`config.mk`:
```
export PLATFORM = sky130hd
export DESIGN_NAME = ptd_div_step
export DESIGN_NICKNAME = d
export VERILOG_FILES = /design/src/ptd_pkg.sv /design/src/ptd_div_step.sv
export SDC_FILE = /design/constraint.sdc
export NUM_CORES = 1
export LEC_CHECK = 0
export ABC_AREA = 1
export BUFFER_PORTS_ARGS = -buffer_cell sky130_fd_sc_hd__buf_2
export CAP_MARGIN = 0
export CORE_MARGIN = 2
export CORE_UTILIZATION = 53
export DETAILED_ROUTE_END_ITERATION = 7
export MAX_ROUTING_LAYER = met4
export PLACE_DENSITY_LB_ADDON = 0.12
export SYNTH_ARGS = -nofsm -noshare
export SYNTH_HDL_FRONTEND = slang
export SYNTH_SLANG_ARGS = --single-unit
export TNS_END_PERCENT = 20
```
`constraint.sdc`:
```
create_clock -name vclk -period 4.2
set_clock_uncertainty 0.2 [all_clocks]
set_input_delay 0.21 -clock vclk [all_inputs]
set_output_delay 0.21 -clock vclk [all_outputs]
set_load 0.01 [all_outputs]
```
`src/ptd_pkg.sv`:
```
// ----------------------------------------------------------------------------
// ptd_pkg
// Shared types and constants of the packed timestamp decoder pipeline.
// ----------------------------------------------------------------------------
package ptd_pkg;

  // divide steps done in one pipeline stage, and where the divider starts
  localparam int DivBits        = 32;
  localparam int StepsPerStage  = 2;
  localparam int DivFirst       = 3;
  localparam int NumStages      = DivFirst + DivBits / StepsPerStage;

  localparam logic [12:0] YearOffset  = 13'd6800;  // 2000 + 4800
  localparam logic [21:0] JdnBias     = 22'd32126; // 32075 + 3*69/4
  localparam logic [19:0] UsPerSecond = 20'd1000000;
  localparam logic [31:0] FracMax     = 32'hFFFF_FFFF;
  localparam logic [0:0]  RegClockCount = 1'b0;

  // one item as it travels down the pipeline
  typedef struct packed {
    logic [10:0] year;
    logic [3:0]  month;
    logic [4:0]  day;
    logic [4:0]  hour;
    logic [5:0]  minute;
    logic [5:0]  second;
    logic        kind;
    logic        bad;
    logic [11:0] ticks;
    logic [21:0] term_a;
    logic [8:0]  term_b;
    logic [21:0] jdn;
    logic [16:0] hms;
    logic [38:0] secs;
    logic [31:0] prod;
    logic        ovf;
    logic [31:0] rem;
    logic [31:0] low;
    logic [31:0] quo;
  } item_t;

  // divider working set
  typedef struct packed {
    logic [31:0] rem;
    logic [31:0] low;
    logic [31:0] quo;
  } div_t;

  // 367*(m-2+12k)/12 for every month code
  function automatic logic [8:0] month_term(input logic [3:0] m);
    logic [8:0] r;
    case (m)
      4'd0:    r = 9'd305;
      4'd1:    r = 9'd336;
      4'd2:    r = 9'd367;
      4'd3:    r = 9'd30;
      4'd4:    r = 9'd61;
      4'd5:    r = 9'd91;
      4'd6:    r = 9'd122;
      4'd7:    r = 9'd152;
      4'd8:    r = 9'd183;
      4'd9:    r = 9'd214;
      4'd10:   r = 9'd244;
      4'd11:   r = 9'd275;
      4'd12:   r = 9'd305;
      4'd13:   r = 9'd336;
      4'd14:   r = 9'd367;
      default: r = 9'd397;
    endcase
    return r;
  endfunction

endpackage

```
`src/ptd_div_step.sv`:
```
// ----------------------------------------------------------------------------
// ptd_div_step
// Restoring division steps of one pipeline stage.
// ----------------------------------------------------------------------------
module ptd_div_step import ptd_pkg::*; (
  input  div_t        din,
  input  logic [31:0] divisor,
  output div_t        dout
);

  logic [32:0] trial;

  // one quotient bit per step, remainder stays below the divisor
  always_comb begin
    dout  = din;
    trial = '0;
    for (int i = 0; i < StepsPerStage; i++) begin
      trial    = {dout.rem, dout.low[31]};
      dout.low = {dout.low[30:0], 1'b0};
      if (trial >= {1'b0, divisor}) begin
        trial    = trial - {1'b0, divisor};
        dout.quo = {dout.quo[30:0], 1'b1};
      end else begin
        dout.quo = {dout.quo[30:0], 1'b0};
      end
      dout.rem = trial[31:0];
    end
  end

endmodule

```
After elaboration in Yosys (flattened, before gate mapping)
Index checks and enable logic that the tools add are counted.
Widths: inputs -> output; s select.
- magnitude comparators: 2
- add/subtract/negate cells: 2
- muxes and demuxes: 4
- operators with widths (cell ; count):
    $ge 33x32->1 ; 2
    $mux 32 ; 2
    $sub 32x32->32 ; 2
    $mux 1 ; 2
- word-level logic and storage cells: 8
- register bits: 0
- bits of input ports: 128

Longest topological paths before layout
- word-level depth: 4
- gate-level depth with buffers: 30
- depth with buffers taken out: 29

Worst setup path after synthesis
No wires, ideal clock.
- path kind: input-to-output
- start: input divisor[24]
- end: output dout[66] (netlist bit)
- buffers on the path: 2
- arrival time: 3.301 ns
- cell stages on the path: 25
- setup slack: 0.489 ns
- cells stage by stage: inv_1 ha_1 nand2_1 inv_2 a21oi_1 a21boi_1 nand3_2 nand2_2 nand2_4 buf_4 nand2_1 nand2_1 ha_1 a21oi_1 nand2_1 nand3_1 nand2_1 nand2_1 nand2_1 nand4_1 nand2_1 nand2_1 buf_2 nand4_1 nand2_1
- RTL lines (element ; line ; RTL):
    start, declared ; ptd_div_step.sv:7 ; input logic [31:0] divisor,
    end, declared ; ptd_div_step.sv:8 ; output div_t dout

==> run metrics <==
largest net degree at the start of global routing=33; first-pass GRT wire length=about 40000 um; number of global-route vias before repair=between 8000 and 9000; slowest CP cell=ha_4; antenna-violating nets left=0; dpl cells=~1600; Nets=between 1500 and 2000; final setup violating endpoints=33; worst setup path class=input port to output port; # DRC=0; DR vias/cell=just under 6; startpoint types=input port; min-delay src=din[27]; layout cells sized above 1=roughly 42%; Via Count=just under 10000; seq_cells=0; area growth from synthesis to layout=63.4%; die footprint=~12000 um2; Post-Route WL=roughly 33000 um; Reg area=0 um2; hold path endpoint=dout[29]; routability cong.=1.00; period utilisation layout=106%; global-route usage over all layers=around two fifths; Port-buffer cells=100; YS warnings=0; CLK BUF=0; Synth Area per Inst=between 5 and 6 um2; DRT Pass-1 Iters=7; Setup crit end kind=output port; total power=between 0.003 and 0.004 W; violated checks=setup timing; Syn Inst Count=1207; Cell variety after synth=35; RSZ-0062 raised after global routing=yes; max frequency=between 0.2 and 0.25 GHz; core region area=roughly 11000 um2; sequential fraction of the synthesis area=0%; DRT iter0 DRCs=around 1500; Hold WS=about 220 ps; pwr/cell area=310 nW/um2; Static Leakage=between 5 and 6 nW; crit path DAT=roughly 4000 ps; HPWL after DPL=~20000 um; Die Wd=about 110 um; Synth area leader=nand2_1; worst min-delay path class=input port to output port; VDD IR-drop max=0.357 mV; Starting Density=53.9%; Worst Path Required=approximately 3800 ps; n_diodes=0; max incr delay on CP=290 ps; Finished Core Util=about nine tenths; Overflow after GRT=0; mapped cell area=between 6000 and 7000 um2; cell area after layout=roughly 10000 um2; critical path fanouts, max=7; Post-Place Cell Area=around 8100 um2; Max-Cap Viols=0; status=finished with violations; Period minus WS final=roughly 4500 ps; initial antenna violation count=0; Die Span Y=approximately 110 um; Site Rows=39; IO Count=224; hold depth=0; Top cell by count, worst path=nand2_1; Final Hold Viols=0; Layout Cells excl Fill=1651; share of the synthesized area in the top cell type=between 20% and 30%; max-slew violations=0; WL/cell=roughly 20 um; Area contributors post-synth=nand2_1 28%, inv_1 13%, ha_1 13%; fin worst setup slack=-252 ps
## logic make-up (layout without fill, tap and decap cells)
| group | Yosys count | in the layout | share of synthesized area, % |
|---|---|---|---|
| AO/OA/AOI/OAI | 102 | 102 | 9.35 |
| XOR/XNOR | 42 | 42 | 6.00 |
| adder cells (fa/ha/maj) | 66 | 66 | 13.7 |
| buffers and inverters | 302 | 601 | 23.1 |
| other | 1 | 2 | 0.0612 |
| AND/OR/NAND/NOR | 694 | 695 | 47.8 |
## routing by layer
| layer | global-route usage, % | vias to the layer above | routed length, um |
|---|---|---|---|
| li1 | - | 4340 | - |
| met1 | 53.0 | 4331 | 11600 |
| met2 | 64.3 | 896 | 14300 |
| met3 | 1.96 | 285 | 4060 |
| met4 | 14.5 | 0 | 2960 |
| met5 | - | - | 0 |
## cell usage after synthesis (13+ instances only)
cell type and instances:
xnor2_1 16, inv_1 215, nand4_1 50, xor2_1 26, nor2_1 83, nand3_1 76
nand2_1 458, buf_2 13, buf_4 65, o21ai_0 25, a21oi_1 50, ha_1 64
## worst max path at each step
stage | from | end | slack (ps) | cells after the start
after floorplan | divisor[24] | dout[66] | 490 | 25
after global placement | divisor[12] | dout[84] | -120 | 27
after detailed placement | divisor[8] | dout[84] | -180 | 29
after CTS | divisor[25] | dout[84] | 6 | 28
after global routing | divisor[4] | dout[65] | -370 | 31
final | divisor[4] | dout[78] | -250 | 31
## final cells by class
cell class	instances	area, um2
fillers	620	1360
inverters	219	832
multi-input cells	907	6070
well taps	143	179
repair buffers	382	2940
## through the flow
step	setup WS [ps]	setup TNS [ps]
2_1_floorplan	489	0
3_3_place_gp	-124	-3230
3_5_place_dp	-180	-5070
4_1_cts	5.59	0
5_1_grt	-368	-9680
6_report	-252	-5500
## report_power, final
part | total [W] | internal (W) | switching, W
clock network | 0 | 0 | 0
registers | 0 | 0 | 0
logic | 0.00311 | 0.00141 | 0.00170
## placed cells by master, fill, tap and decap left out, types with 3 or more instances in the layout
cell type	n
nand4_1	50
inv_4	4
buf_12	10
and2_1	6
buf_4	257
nand2_1	372
inv_1	186
nand3_2	8
ha_1	8
buf_6	9
a31oi_1	3
nand3_4	7
xnor2_1	16
nand2_4	13
nor2_1	63
o21ai_0	14
nor2_2	17
a21oi_1	35
o211ai_1	4
nor2_4	6
a21oi_4	4
inv_2	29
nand3_1	64
nand2_2	73
a21o_1	9
buf_2	97
o21ai_1	9
nand3b_1	6
ha_4	55
a21oi_2	12
o21bai_1	5
nand2_8	3
xor2_1	26
clkbuf_16	6
## worst max-delay path: cells and delay by family
kind            cells  cell delay [ps]
compound gates      1              180
fa+ha+maj           2              510
buf+inv             6              880
simple gates       22             2240
## what timing repair did
| item | in CTS | in global routing |
|---|---|---|
| hold buffers | 0 | 0 |
| hold endpoints to repair | 0 | 0 |
| gates cloned | 3 | 6 |
| pin swaps | 8 | 63 |
| endpoints found under the setup margin | 33 | 33 |
| resized for setup | 58 | 245 |
| buffers inserted | 3 | 33 |
(Power assumes the default switching activity.)
