===== src/ptd_pkg.sv =====
// ----------------------------------------------------------------------------
// ptd_pkg
// Shared types and constants of the packed timestamp decoder pipeline.
// ----------------------------------------------------------------------------
package ptd_pkg;

  // divide steps done in one pipeline stage, and where the divider starts
  localparam int DivBits        = 32;
  localparam int StepsPerStage  = 2;
  localparam int DivFirst       = 3;
  localparam int NumStages      = DivFirst + DivBits / StepsPerStage;

  localparam logic [12:0] YearOffset  = 13'd6800;  // 2000 + 4800
  localparam logic [21:0] JdnBias     = 22'd32126; // 32075 + 3*69/4
  localparam logic [19:0] UsPerSecond = 20'd1000000;
  localparam logic [31:0] FracMax     = 32'hFFFF_FFFF;
  localparam logic [0:0]  RegClockCount = 1'b0;

  // one item as it travels down the pipeline
  typedef struct packed {
    logic [10:0] year;
    logic [3:0]  month;
    logic [4:0]  day;
    logic [4:0]  hour;
    logic [5:0]  minute;
    logic [5:0]  second;
    logic        kind;
    logic        bad;
    logic [11:0] ticks;
    logic [21:0] term_a;
    logic [8:0]  term_b;
    logic [21:0] jdn;
    logic [16:0] hms;
    logic [38:0] secs;
    logic [31:0] prod;
    logic        ovf;
    logic [31:0] rem;
    logic [31:0] low;
    logic [31:0] quo;
  } item_t;

  // divider working set
  typedef struct packed {
    logic [31:0] rem;
    logic [31:0] low;
    logic [31:0] quo;
  } div_t;

  // 367*(m-2+12k)/12 for every month code
  function automatic logic [8:0] month_term(input logic [3:0] m);
    logic [8:0] r;
    case (m)
      4'd0:    r = 9'd305;
      4'd1:    r = 9'd336;
      4'd2:    r = 9'd367;
      4'd3:    r = 9'd30;
      4'd4:    r = 9'd61;
      4'd5:    r = 9'd91;
      4'd6:    r = 9'd122;
      4'd7:    r = 9'd152;
      4'd8:    r = 9'd183;
      4'd9:    r = 9'd214;
      4'd10:   r = 9'd244;
      4'd11:   r = 9'd275;
      4'd12:   r = 9'd305;
      4'd13:   r = 9'd336;
      4'd14:   r = 9'd367;
      default: r = 9'd397;
    endcase
    return r;
  endfunction

endpackage


===== src/ptd_decode.sv =====
// ----------------------------------------------------------------------------
// ptd_decode
// Hex character decode, field unpack and tick product of one beat.
// ----------------------------------------------------------------------------
module ptd_decode import ptd_pkg::*; (
  input  logic [63:0] date_chars,
  input  logic [23:0] tick_chars,
  output item_t       item
);

  logic [3:0]  nib [11];
  logic [10:0] bad_ch;
  logic [7:0]  ch  [11];
  logic [3:0]  yf;

  // ascii to nibble, bad characters read as zero
  always_comb begin
    for (int i = 0; i < 8; i++) ch[i] = date_chars[56 - 8*i +: 8];
    for (int i = 0; i < 3; i++) ch[8+i] = tick_chars[16 - 8*i +: 8];
    for (int i = 0; i < 11; i++) begin
      bad_ch[i] = 1'b0;
      if (ch[i] >= 8'h30 && ch[i] <= 8'h39)      nib[i] = ch[i][3:0];
      else if (ch[i] >= 8'h61 && ch[i] <= 8'h66) nib[i] = ch[i][3:0] + 4'd9;
      else if (ch[i] >= 8'h41 && ch[i] <= 8'h46) nib[i] = ch[i][3:0] + 4'd9;
      else begin
        nib[i]    = 4'd0;
        bad_ch[i] = 1'b1;
      end
    end
  end

  // field unpack
  always_comb begin
    item        = '0;
    yf          = {nib[0][1:0], nib[1][3:2]};
    item.year   = (yf < 4'd9) ? 11'd2016 + {7'd0, yf} : 11'd2000 + {7'd0, yf};
    item.month  = {nib[1][1:0], nib[2][3:2]};
    item.day    = {nib[2][1:0], nib[3][3:1]};
    item.hour   = {nib[3][0], nib[4]};
    item.minute = {nib[5], nib[6][3:2]};
    item.second = {nib[6][1:0], nib[7]};
    item.kind   = nib[0][3];
    item.bad    = |bad_ch;
    item.ticks  = {nib[8], nib[9], nib[10]};
    item.prod   = 32'({20'd0, item.ticks} * {12'd0, UsPerSecond});
  end

endmodule


===== config.mk =====
export PLATFORM = sky130hd
export DESIGN_NAME = ptd_decode
export DESIGN_NICKNAME = d
export VERILOG_FILES = /design/src/ptd_pkg.sv /design/src/ptd_decode.sv
export SDC_FILE = /design/constraint.sdc
export NUM_CORES = 1
export LEC_CHECK = 0
export BUFFER_PORTS_ARGS = -buffer_cell sky130_fd_sc_hd__buf_4
export CAP_MARGIN = 10
export CORE_AREA = 5 5 145 147
export DETAILED_ROUTE_END_ITERATION = 16
export DIE_AREA = 0 0 150 152
export PLACE_DENSITY = 0.66
export SYNTH_ARGS = -nofsm -noshare
export SYNTH_HDL_FRONTEND = slang
export SYNTH_SLANG_ARGS = --single-unit

===== constraint.sdc =====
create_clock -name vclk -period 6.7
set_input_delay 0.67 -clock vclk [all_inputs]
set_output_delay 0.67 -clock vclk [all_outputs]
set_load 0.02 [all_outputs]

Yosys cells after proc, flatten, opt, wreduce, memory -nomap -nowiden
Cells that the tools add are included.
{ "word_totals": {"ff_bits": 0, "wordCells": 182, "input_bits": 88, "output_inout_bits": 289} }
{ "op_classes": {"n_mux": 67, "reduce_logical": 34, "addsub": 13, "mul": 1, "n_lt_le_gt_ge": 67} }
{ "op_table": {"columns": ["cell", "count"], "rows": [
  ["8-bit by 7-bit >= comparator with 1-bit output, second input constant", 22],
  ["8-bit by 7-bit less-or-equal comparator with 1-bit output, second input constant", 22],
  ["4-bit 2-to-1 mux", 33],
  ["8-bit by 6-bit >= comparator with 1-bit output, second input constant", 11],
  ["8-bit by 6-bit less-or-equal comparator with 1-bit output, second input constant", 11],
  ["4-bit adder, second input constant", 11],
  ["1-bit logical AND", 33],
  ["1-bit 2-to-1 mux", 33],
  ["12-bit by 14-bit multiplier with 26-bit output, second input constant", 1],
  ["11-bit 2-to-1 mux", 1],
  ["11-bit OR reduction", 1],
  ["7-bit by 5-bit adder with 8-bit output, first input constant", 1],
  ["6-bit by 5-bit adder with 7-bit output, first input constant", 1],
  ["4-bit < comparator, second input constant", 1]
]} }

Depth between registers and ports, before layout
Gate-level depths: netlist of run 1.
{ "depth": {"ltp_word": 7, "ltp_mapped": 24, "ltp_nobuf": 23} }

Worst setup path after synthesis of run 1
Ideal clock, no wire load.
{ "synth_timing": {"kind": "input to output", "startpoint": "in tick_chars[19]", "endpoint": "out item[128] (netlist name)", "path_buffers": 1, "t_arrival_ps": 6328, "required_ps": 6030, "setup_slack_ps": -298, "stages": 18, "cell_sequence": "or4b_1 a311oi_2 nand2_1 o21ai_0 fa_1 fa_1 fa_1 inv_1 ha_1 ha_1 ha_1 clkbuf_1 a21o_1 a21o_1 a21oi_1 o21ai_0 a21o_1 xnor2_1"} }
{ "synth_lines": {"columns": ["element", "line", "source"], "rows": [
  ["start: declaration", "ptd_decode.sv:7", "input logic [23:0] tick_chars,"],
  ["end: declaration", "ptd_decode.sv:8", "output item_t item"]
]} }

==> results_dict.tcl, run 1 <==
set metrics [dict create \
    outcome "finished clean" \
    io_pins 377 \
    syn_inst 791 \
    fin_crit_ns 6.46 \
    grt_pass1_wl_mm 24.8 \
    row_count 52 \
    p_total_mw 0.449 \
    antenna_found_initial 2 \
    via_count 5157 \
    maxCapViolations 0 \
    area.growth.synth_to_final_pct 16.2 \
    pre_cts_ws_ns 0.00465 \
    final.setup.tns_ns 0 \
    period_share_pct 96.4 \
    seq_area_frac_synth_pct 0 \
    setup_viol 0 \
    wl_mm 16.1 \
    ir_worst_vdd_mv 0.0451 \
    dieArea_um2 22800 \
    dpl_cell_area_um2 7070 \
    drc 0 \
    hold_end "item[258]" \
    die_width_um 150 \
    dpl.hpwl_mm 14.9 \
    viasPerCell 4.15 \
    seq_area_um2 0 \
    cp.arrival_ns 5.79 \
    avgSynthCellArea_um2 7.81 \
    grt_overflow 0 \
    design_area_um2 7180 \
    grt_max_degree 10 \
    p_leak_nw 4.22 \
    worstMarginPinSlew_ns 0.961 \
    drive_gt1_share_pct 23.7 \
    crit_fanout 7 \
    initial_core_util_pct 31.2 \
    syn_area_um2 6180 \
    grt_pass1_vias 4839 \
    drtIter0Drc 161 \
    max_slew_margin_pct 35.7 \
    track_usage_pct 12.9 \
    crit_required_ns 6.03 \
    fin_nets 1210 \
    hp-start "date_chars[10]" \
    finalMaxSlewViolations 0 \
    routedWlPerCell_um 12.9 \
    core_area_um2 19800 \
    max_clock_freq_mhz 155 \
    rsz0062_at_grt "no" \
    place_congestion 0.864 \
    hold_class "in -> out" \
    portBuffers 160 \
    end_kind "output port" \
    power_density_nw_per_um2 62.5 \
    dieHeight_um 152 \
    final_antenna_net_count 0 \
    min_path_cells 3 \
    hold-worst-slack_ns 1.68 \
    ys_types 65 \
    start_kind "primary input" \
    yosysWarnings 0 \
    crit_type "in -> out" \
    flops_and_latches 0 \
    fin_ws_ns 0.243 \
    post_cts_buffers 0 \
    firstDrtPassIters 5 \
    nClkBuffers 0 \
    finalHoldViolations 0 \
    fillerInstances 2068 \
]
[routing by layer]
metal	track usage, %	routed length (um)
met4	2.31	333
met3	2.17	1450
met5	0	0
met2	23.8	8140
met1	15.6	6140
[Yosys cell counts (all sizes together), types with 3 or more instances]
cell type / instances / area [um^2]
a21oi: 27 / 135
a31oi: 3 / 18.8
nor2: 40 / 163
a21boi: 4 / 30.0
mux2: 4 / 45.0
o31ai: 3 / 22.5
nor2b: 10 / 62.6
o21ai: 39 / 195
a22o: 8 / 71.3
inv: 98 / 368
nand4: 4 / 25.0
buf: 220 / 1650
xor2: 5 / 43.8
and3: 6 / 42.5
nor3b: 3 / 22.5
nand3: 21 / 105
nand2b: 6 / 37.5
xnor2: 17 / 149
a21o: 13 / 100
o21bai: 11 / 82.6
nor4b: 9 / 78.8
a2111oi: 6 / 86.3
nand2: 39 / 146
a311oi: 3 / 38.8
fa: 35 / 701
nor3: 4 / 20.0
or3: 3 / 20.0
o311a: 3 / 32.5
ha: 114 / 1430
[area by class of cell]
cell class,instances,area [um^2],share of cell area (%)
diodes,2,5.00,0.0697
repair buffers,187,1400,19.5
multi-input cells,686,5070,70.6
inverters,98,368,5.12
well taps,270,338,4.70
[cell families (layout without fill, tap and decap cells)]
logic type      Yosys count  count (layout)  synth area share, %
simple gates            159             159                 13.7
fa+ha+maj               149             149                 34.4
compound gates          134             134                 15.0
xor+xnor                 22              22                 3.12
buf+inv                 320             285                 32.8
other cells               2             219                0.122
mux                       5               5                0.891
[through the flow]
step | cells | util (%)
finish | 1243 | 36.3
global route | 1243 | 36.3
CTS | 1241 | 35.8
detailed placement | 1241 | 35.7
global placement | 1241 | 35.7
floorplan | 1006 | -
[timing repair]
item,CTS,global route
hold buffers,0,0
endpoints found under the setup margin,1,9
resized for setup,1,17
pin swaps,0,1
[layout by cell type, fill, tap and decap left out, types with 17 or more instances in the layout]
| master | Yosys | final |
|---|---|---|
| xnor2_1 | 17 | 17 |
| buf_4 | 220 | 187 |
| a21oi_1 | 27 | 25 |
| nor2_1 | 37 | 37 |
| fa_1 | 35 | 35 |
| conb_1 | 2 | 217 |
| o21ai_0 | 34 | 32 |
| nand3_1 | 21 | 21 |
| inv_1 | 98 | 98 |
| ha_1 | 114 | 114 |
| nand2_1 | 39 | 39 |
[worst max-delay path, stage by stage]
cell	delay [ns]
buf_4	0.15
or4b_4	0.56
a311oi_4	0.30
a21o_4	0.18
fa_1	0.40
ha_1	0.29
inv_1	0.05
fa_1	0.48
inv_1	0.06
fa_1	0.56
inv_1	0.07
fa_1	0.54
inv_1	0.04
ha_1	0.28
a21o_1	0.20
a21oi_1	0.22
a31oi_4	0.09
a21boi_0	0.30
xnor2_1	0.18
buf_4	0.18
[where the power goes]
| group | switching [mW] | internal [mW] | leakage (nW) |
|---|---|---|---|
| Combinational | 0.295 | 0.154 | 4.22 |
| Sequential | 0 | 0 | 0 |
| Clock | 0 | 0.0000000400 | 0.0000127 |
| Total | 0.295 | 0.154 | 4.22 |
[worst max path at each step]
stage | from | endpoint | cells past startpoint
after floorplan | tick_chars[19] | item[128] | 18
after global placement | tick_chars[11] | item[125] | 23
after detailed placement | tick_chars[11] | item[124] | 21
after CTS | tick_chars[19] | item[124] | 19
after global routing | tick_chars[1] | item[126] | 23
final | tick_chars[3] | item[124] | 20
Note: power is estimated with default switching activity, not from simulation.
==> run 2, diff against run 1 <==
PLACE_DENSITY = 0.68   (was 0.66)
==> run 2 against run 1 <==
Against the previous run:
- global-route usage is 0.065 points lower
- cell count is 0.88% higher
- fmax is 1.4% lower
- core utilization is 0.41 points higher
- die area stayed put
- critical path depth stayed put
- flip-flop and latch count stayed put
- critical path type unchanged
- largest cell class unchanged
==> results_dict.tcl, run 2 (same netlist as run 1, synthesis figures left out) <==
set metrics [dict create \
    crit_required_ns 6.03 \
    final_cell_mix "conb_1, buf_4, ha_1" \
    clkPwrFrac_pct 0 \
    setup_viol 0 \
    core_area_um2 19800 \
    cp.arrival_ns 5.88 \
    drtIter0Drc 148 \
    crit_type "in -> out" \
    die_width_um 150 \
    final_antenna_net_count 0 \
    layoutNonFillerInstCount 1254 \
    initial_core_util_pct 31.2 \
    finalMaxSlewViolations 0 \
    switching_power_mw 0.300 \
    holdBufCountCts 0 \
    row_count 52 \
    dieArea_um2 22800 \
    start_kind "primary input" \
    dp_cells 1251 \
    period_share_pct 97.7 \
    fin_crit_ns 6.55 \
    drc 0 \
    layout_commonest_cell "conb_1" \
    p_comb_share_pct 100.0 \
    wl_mm 16.4 \
    dieHeight_um 152 \
    rsz0062_at_grt "yes" \
    pre_cts_ws_ns 0.0231 \
    fin_ws_ns 0.154 \
    min_path_cells 3 \
    nClkBuffers 0 \
    flops_and_latches 0 \
    portBuffers 160 \
    crit_fanout 6 \
    maxCapViolations 0 \
    power_density_nw_per_um2 63.4 \
    seq_area_um2 0 \
    dpl.hpwl_mm 14.9 \
    grt_max_degree 10 \
    drive_gt1_share_pct 24.6 \
    finalHoldViolations 0 \
    p_seq_share_pct 0 \
    max_slew_margin_pct 29.2 \
    grt_overflow 0 \
    dpl_cell_area_um2 7150 \
    hp-start "date_chars[10]" \
    p_leak_nw 4.29 \
    switching_share_pct 65.2 \
    ir_worst_vdd_mv 0.0518 \
    io_pins 377 \
    design_area_um2 7260 \
    antenna_found_initial 1 \
    max_clock_freq_mhz 153 \
    hold_class "in -> out" \
    grt_pass1_vias 4883 \
    outcome "finished clean" \
    routedWlPerCell_um 13.1 \
    cellInternalPower_mw 0.160 \
    firstDrtPassIters 4 \
    fin_nets 1223 \
    place_congestion 0.876 \
    startpoint "tick_chars[3]" \
    worstMarginPinSlew_ns 1.06 \
    diodes 0 \
    grt_pass1_wl_mm 24.8 \
    end_kind "output port" \
    area.growth.synth_to_final_pct 17.5 \
    viasPerCell 4.20 \
    track_usage_pct 12.8 \
    via_count 5272 \
]
-- run 2: cell count changes in the layout (fill, tap and decap cells not counted), sizes merged --
cell and change:
clkbuf +1, buf +12, diode -2
-- run 2: worst paths after layout --
| check | endpoint | slack, ns |
|---|---|---|
| hold / removal | item[258] | 1.67 |
| setup / recovery | item[124] | 0.15 |
-- run 2: routing by layer --
layer / global-route usage [%] / wire length [um] / share of wire [%] / vias to the layer above
li1: - / - / - / 2597
met1: 16.5 / 6520 / 40 / 2447
met2: 23.5 / 8360 / 51 / 212
met3: 1.70 / 1360 / 8.3 / 14
met4: 1.13 / 136 / 0.83 / 2
met5: 0 / 20 / 0.12 / -
-- run 2: critical path, cell delays in order --
cell,delay [ns]
buf_4,0.15
or4b_4,0.56
a311oi_4,0.33
nor2b_1,0.18
o21ai_1,0.06
o21ai_1,0.11
inv_1,0.08
fa_1,0.51
ha_1,0.34
fa_1,0.47
fa_1,0.49
ha_1,0.35
a22o_1,0.23
o41ai_2,0.37
buf_4,0.18
a31oi_1,0.07
buf_4,0.16
a21boi_0,0.22
xnor2_1,0.17
buf_4,0.18
-- run 2: stage by stage --
step           setup TNS, ns  total power, mW  hold WS [ns]  util (%)
6_report                   0            0.460          1.67      36.7
5_1_grt               -0.145            0.507          1.70      36.7
4_1_cts                    0            0.455          1.68      36.2
3_5_place_dp               0            0.451          1.68      36.1
3_3_place_gp               0            0.447          1.68      36.1
2_1_floorplan              0            0.390          1.52         -
-- run 2: timing repair --
action / 4_1_cts / 5_1_grt
gates resized for setup: 1 / 16
endpoints found under the setup margin: 1 / 10
pin swaps: 0 / 3
setup buffers: 0 / 2
-- run 2: power by group through the flow --
stage	Clock (mW)	Sequential [mW]	Combinational, mW
2_1_floorplan	0	0	0.390
3_3_place_gp	0	0	0.447
3_5_place_dp	0	0	0.451
4_1_cts	0	0	0.455
5_1_grt	0	0	0.507
6_report	0	0	0.460
-- run 2: layout make-up --
cell class | count | area [um^2]
fill | 2027 | 12500
inverter | 98 | 368
multi-input combinational | 686 | 5060
tap | 270 | 338
timing repair buffer | 200 | 1500
==> run 3, diff against run 2 <==
CORE_AREA = 2 2 146 148   (was 5 5 145 147)
DIE_AREA = 0 0 148 150   (was 0 0 150 152)
PLACE_DENSITY = 0.65   (was 0.68)
==> run 3 against run 2 <==
Against the previous run:
- critical path depth rose by 1
- worst hold slack improved by 0.0024 ns
- via count fell by 2.4%
- clock-buffer cell count did not move
- core utilization fell by 2.2 points
- global-route usage fell by 0.099 points
- fmax rose by 2.2%
- power fell by 2.3%
- die area fell by 2.6%
- largest cell class unchanged
- largest power group unchanged
==> results_dict.tcl, run 3 (same netlist as run 1, synthesis figures left out) <==
set metrics [dict create \
    crit_fanout 7 \
    drc 0 \
    fillerInstances 2190 \
    switching_share_pct 65.8 \
    critPathTopFamily "adder cells" \
    pre_cts_ws_ns 0.117 \
    holdBufCountCts 0 \
    grt_overflow 0 \
    io_pins 377 \
    p_total_mw 0.450 \
    crit_path_cell_trace "buf_4 -> or4b_4 -> a311oi_4 -> a21o_2 -> fa_1 -> ha_1 -> inv_1 -> fa_1 -> inv_1 -> fa_1 -> inv_1 -> fa_1 -> inv_1 -> ha_2 -> nand3_1 -> a21boi_0 -> o31ai_1 -> a21oi_1 -> a311oi_2 -> xnor2_1 -> buf_4" \
    drive_gt1_share_pct 23.8 \
    end_kind "output port" \
    crit_required_ns 6.03 \
    antenna_found_initial 2 \
    dpl.hpwl_mm 14.5 \
    period_share_pct 95.6 \
    initial_core_util_pct 29.9 \
    p_comb_share_pct 100.0 \
    seq_area_um2 0 \
    final_cell_mix "conb_1, buf_4, ha_1" \
    firstDrtPassIters 4 \
    dieArea_um2 22200 \
    worst_path_max_delay_cell "or4b_4" \
    p_seq_share_pct 0 \
    maxCapViolations 0 \
    wl_mm 15.8 \
    track_usage_pct 12.7 \
    drtIter0Drc 142 \
    dp_cells 1241 \
    power_density_nw_per_um2 62.9 \
    ir_worst_vdd_mv 0.0242 \
    outcome "finished clean" \
    fin_ws_ns 0.298 \
    grt_max_degree 10 \
    flops_and_latches 0 \
    worstMarginPinSlew_ns 1.07 \
    finalHoldViolations 0 \
    clkPwrFrac_pct 0 \
    die_width_um 148 \
    hold_class "in -> out" \
    nClkBuffers 0 \
    switching_power_mw 0.296 \
    viasPerCell 4.14 \
    worst-path-buf-inv 6 \
    p_leak_nw 4.19 \
    cellInternalPower_mw 0.154 \
    design_area_um2 7150 \
    row_count 53 \
    dpl_cell_area_um2 7040 \
    routedWlPerCell_um 12.7 \
    grt_pass1_vias 4543 \
    area.growth.synth_to_final_pct 15.6 \
    dieHeight_um 150 \
    cp.arrival_ns 5.73 \
    via_count 5146 \
    start_kind "primary input" \
    final_antenna_net_count 0 \
    fin_crit_ns 6.40 \
    setup_viol 0 \
    portBuffers 160 \
    crit_type "in -> out" \
    fin_nets 1206 \
    grt_pass1_wl_mm 23.1 \
    final.setup.tns_ns 0 \
    finalMaxSlewViolations 0 \
    rsz0062_at_grt "yes" \
    max_slew_margin_pct 28.4 \
    layout_commonest_cell "conb_1" \
    critical-path-max-stage-delay_ns 0.56 \
    place_congestion 0.862 \
    post_cts_buffers 0 \
    layoutNonFillerInstCount 1243 \
    max_clock_freq_mhz 156 \
    core_area_um2 20700 \
]
run 3: final timing paths:
path                      startpoint         to  slack (ns)  cells after the start
worst min-delay path  date_chars[10]  item[258]        1.68                      3
worst max-delay path   tick_chars[3]  item[126]        0.30                     21
run 3: final cells by class:
| type | count | area [um^2] | share of cell area, % |
|---|---|---|---|
| Antenna cell | 1 | 2.50 | 0.0350 |
| Timing Repair Buffer | 183 | 1370 | 19.2 |
| Inverter | 98 | 368 | 5.15 |
| Multi-Input combinational cell | 686 | 5060 | 70.8 |
| Tap cell | 275 | 344 | 4.81 |
run 3: tightest hold or removal path, cell delays in order:
cell     delay, ns
buf_4         0.10
o21ai_0       0.08
buf_4         0.15
run 3: routing by layer:
layer | routed length [um] | GRT usage (%) | up-vias
met3 | 1070 | 1.95 | 10
met5 | 9 | 0 | -
li1 | - | - | 2568
met1 | 6570 | 16.6 | 2369
met2 | 8060 | 23.3 | 197
met4 | 64 | 0.333 | 2
run 3: power groups by stage:
stage	clock, mW	combinational, mW	sequential, mW
final	0.0000000200	0.450	0
after global routing	0	0.498	0
after CTS	0	0.447	0
after detailed placement	0	0.445	0
after global placement	0	0.440	0
after floorplan	0	0.390	0
run 3: timing repair:
action,CTS,global route
resized for setup,0,23
endpoints found under the hold margin,0,0
endpoints found under the setup margin,0,8
run 3: per-stage QoR:
step           utilization, %  hold slack [ns]
2_1_floorplan               -             1.52
3_3_place_gp             34.0             1.68
3_5_place_dp             34.0             1.68
4_1_cts                  34.0             1.68
5_1_grt                  34.5             1.69
6_report                 34.5             1.68
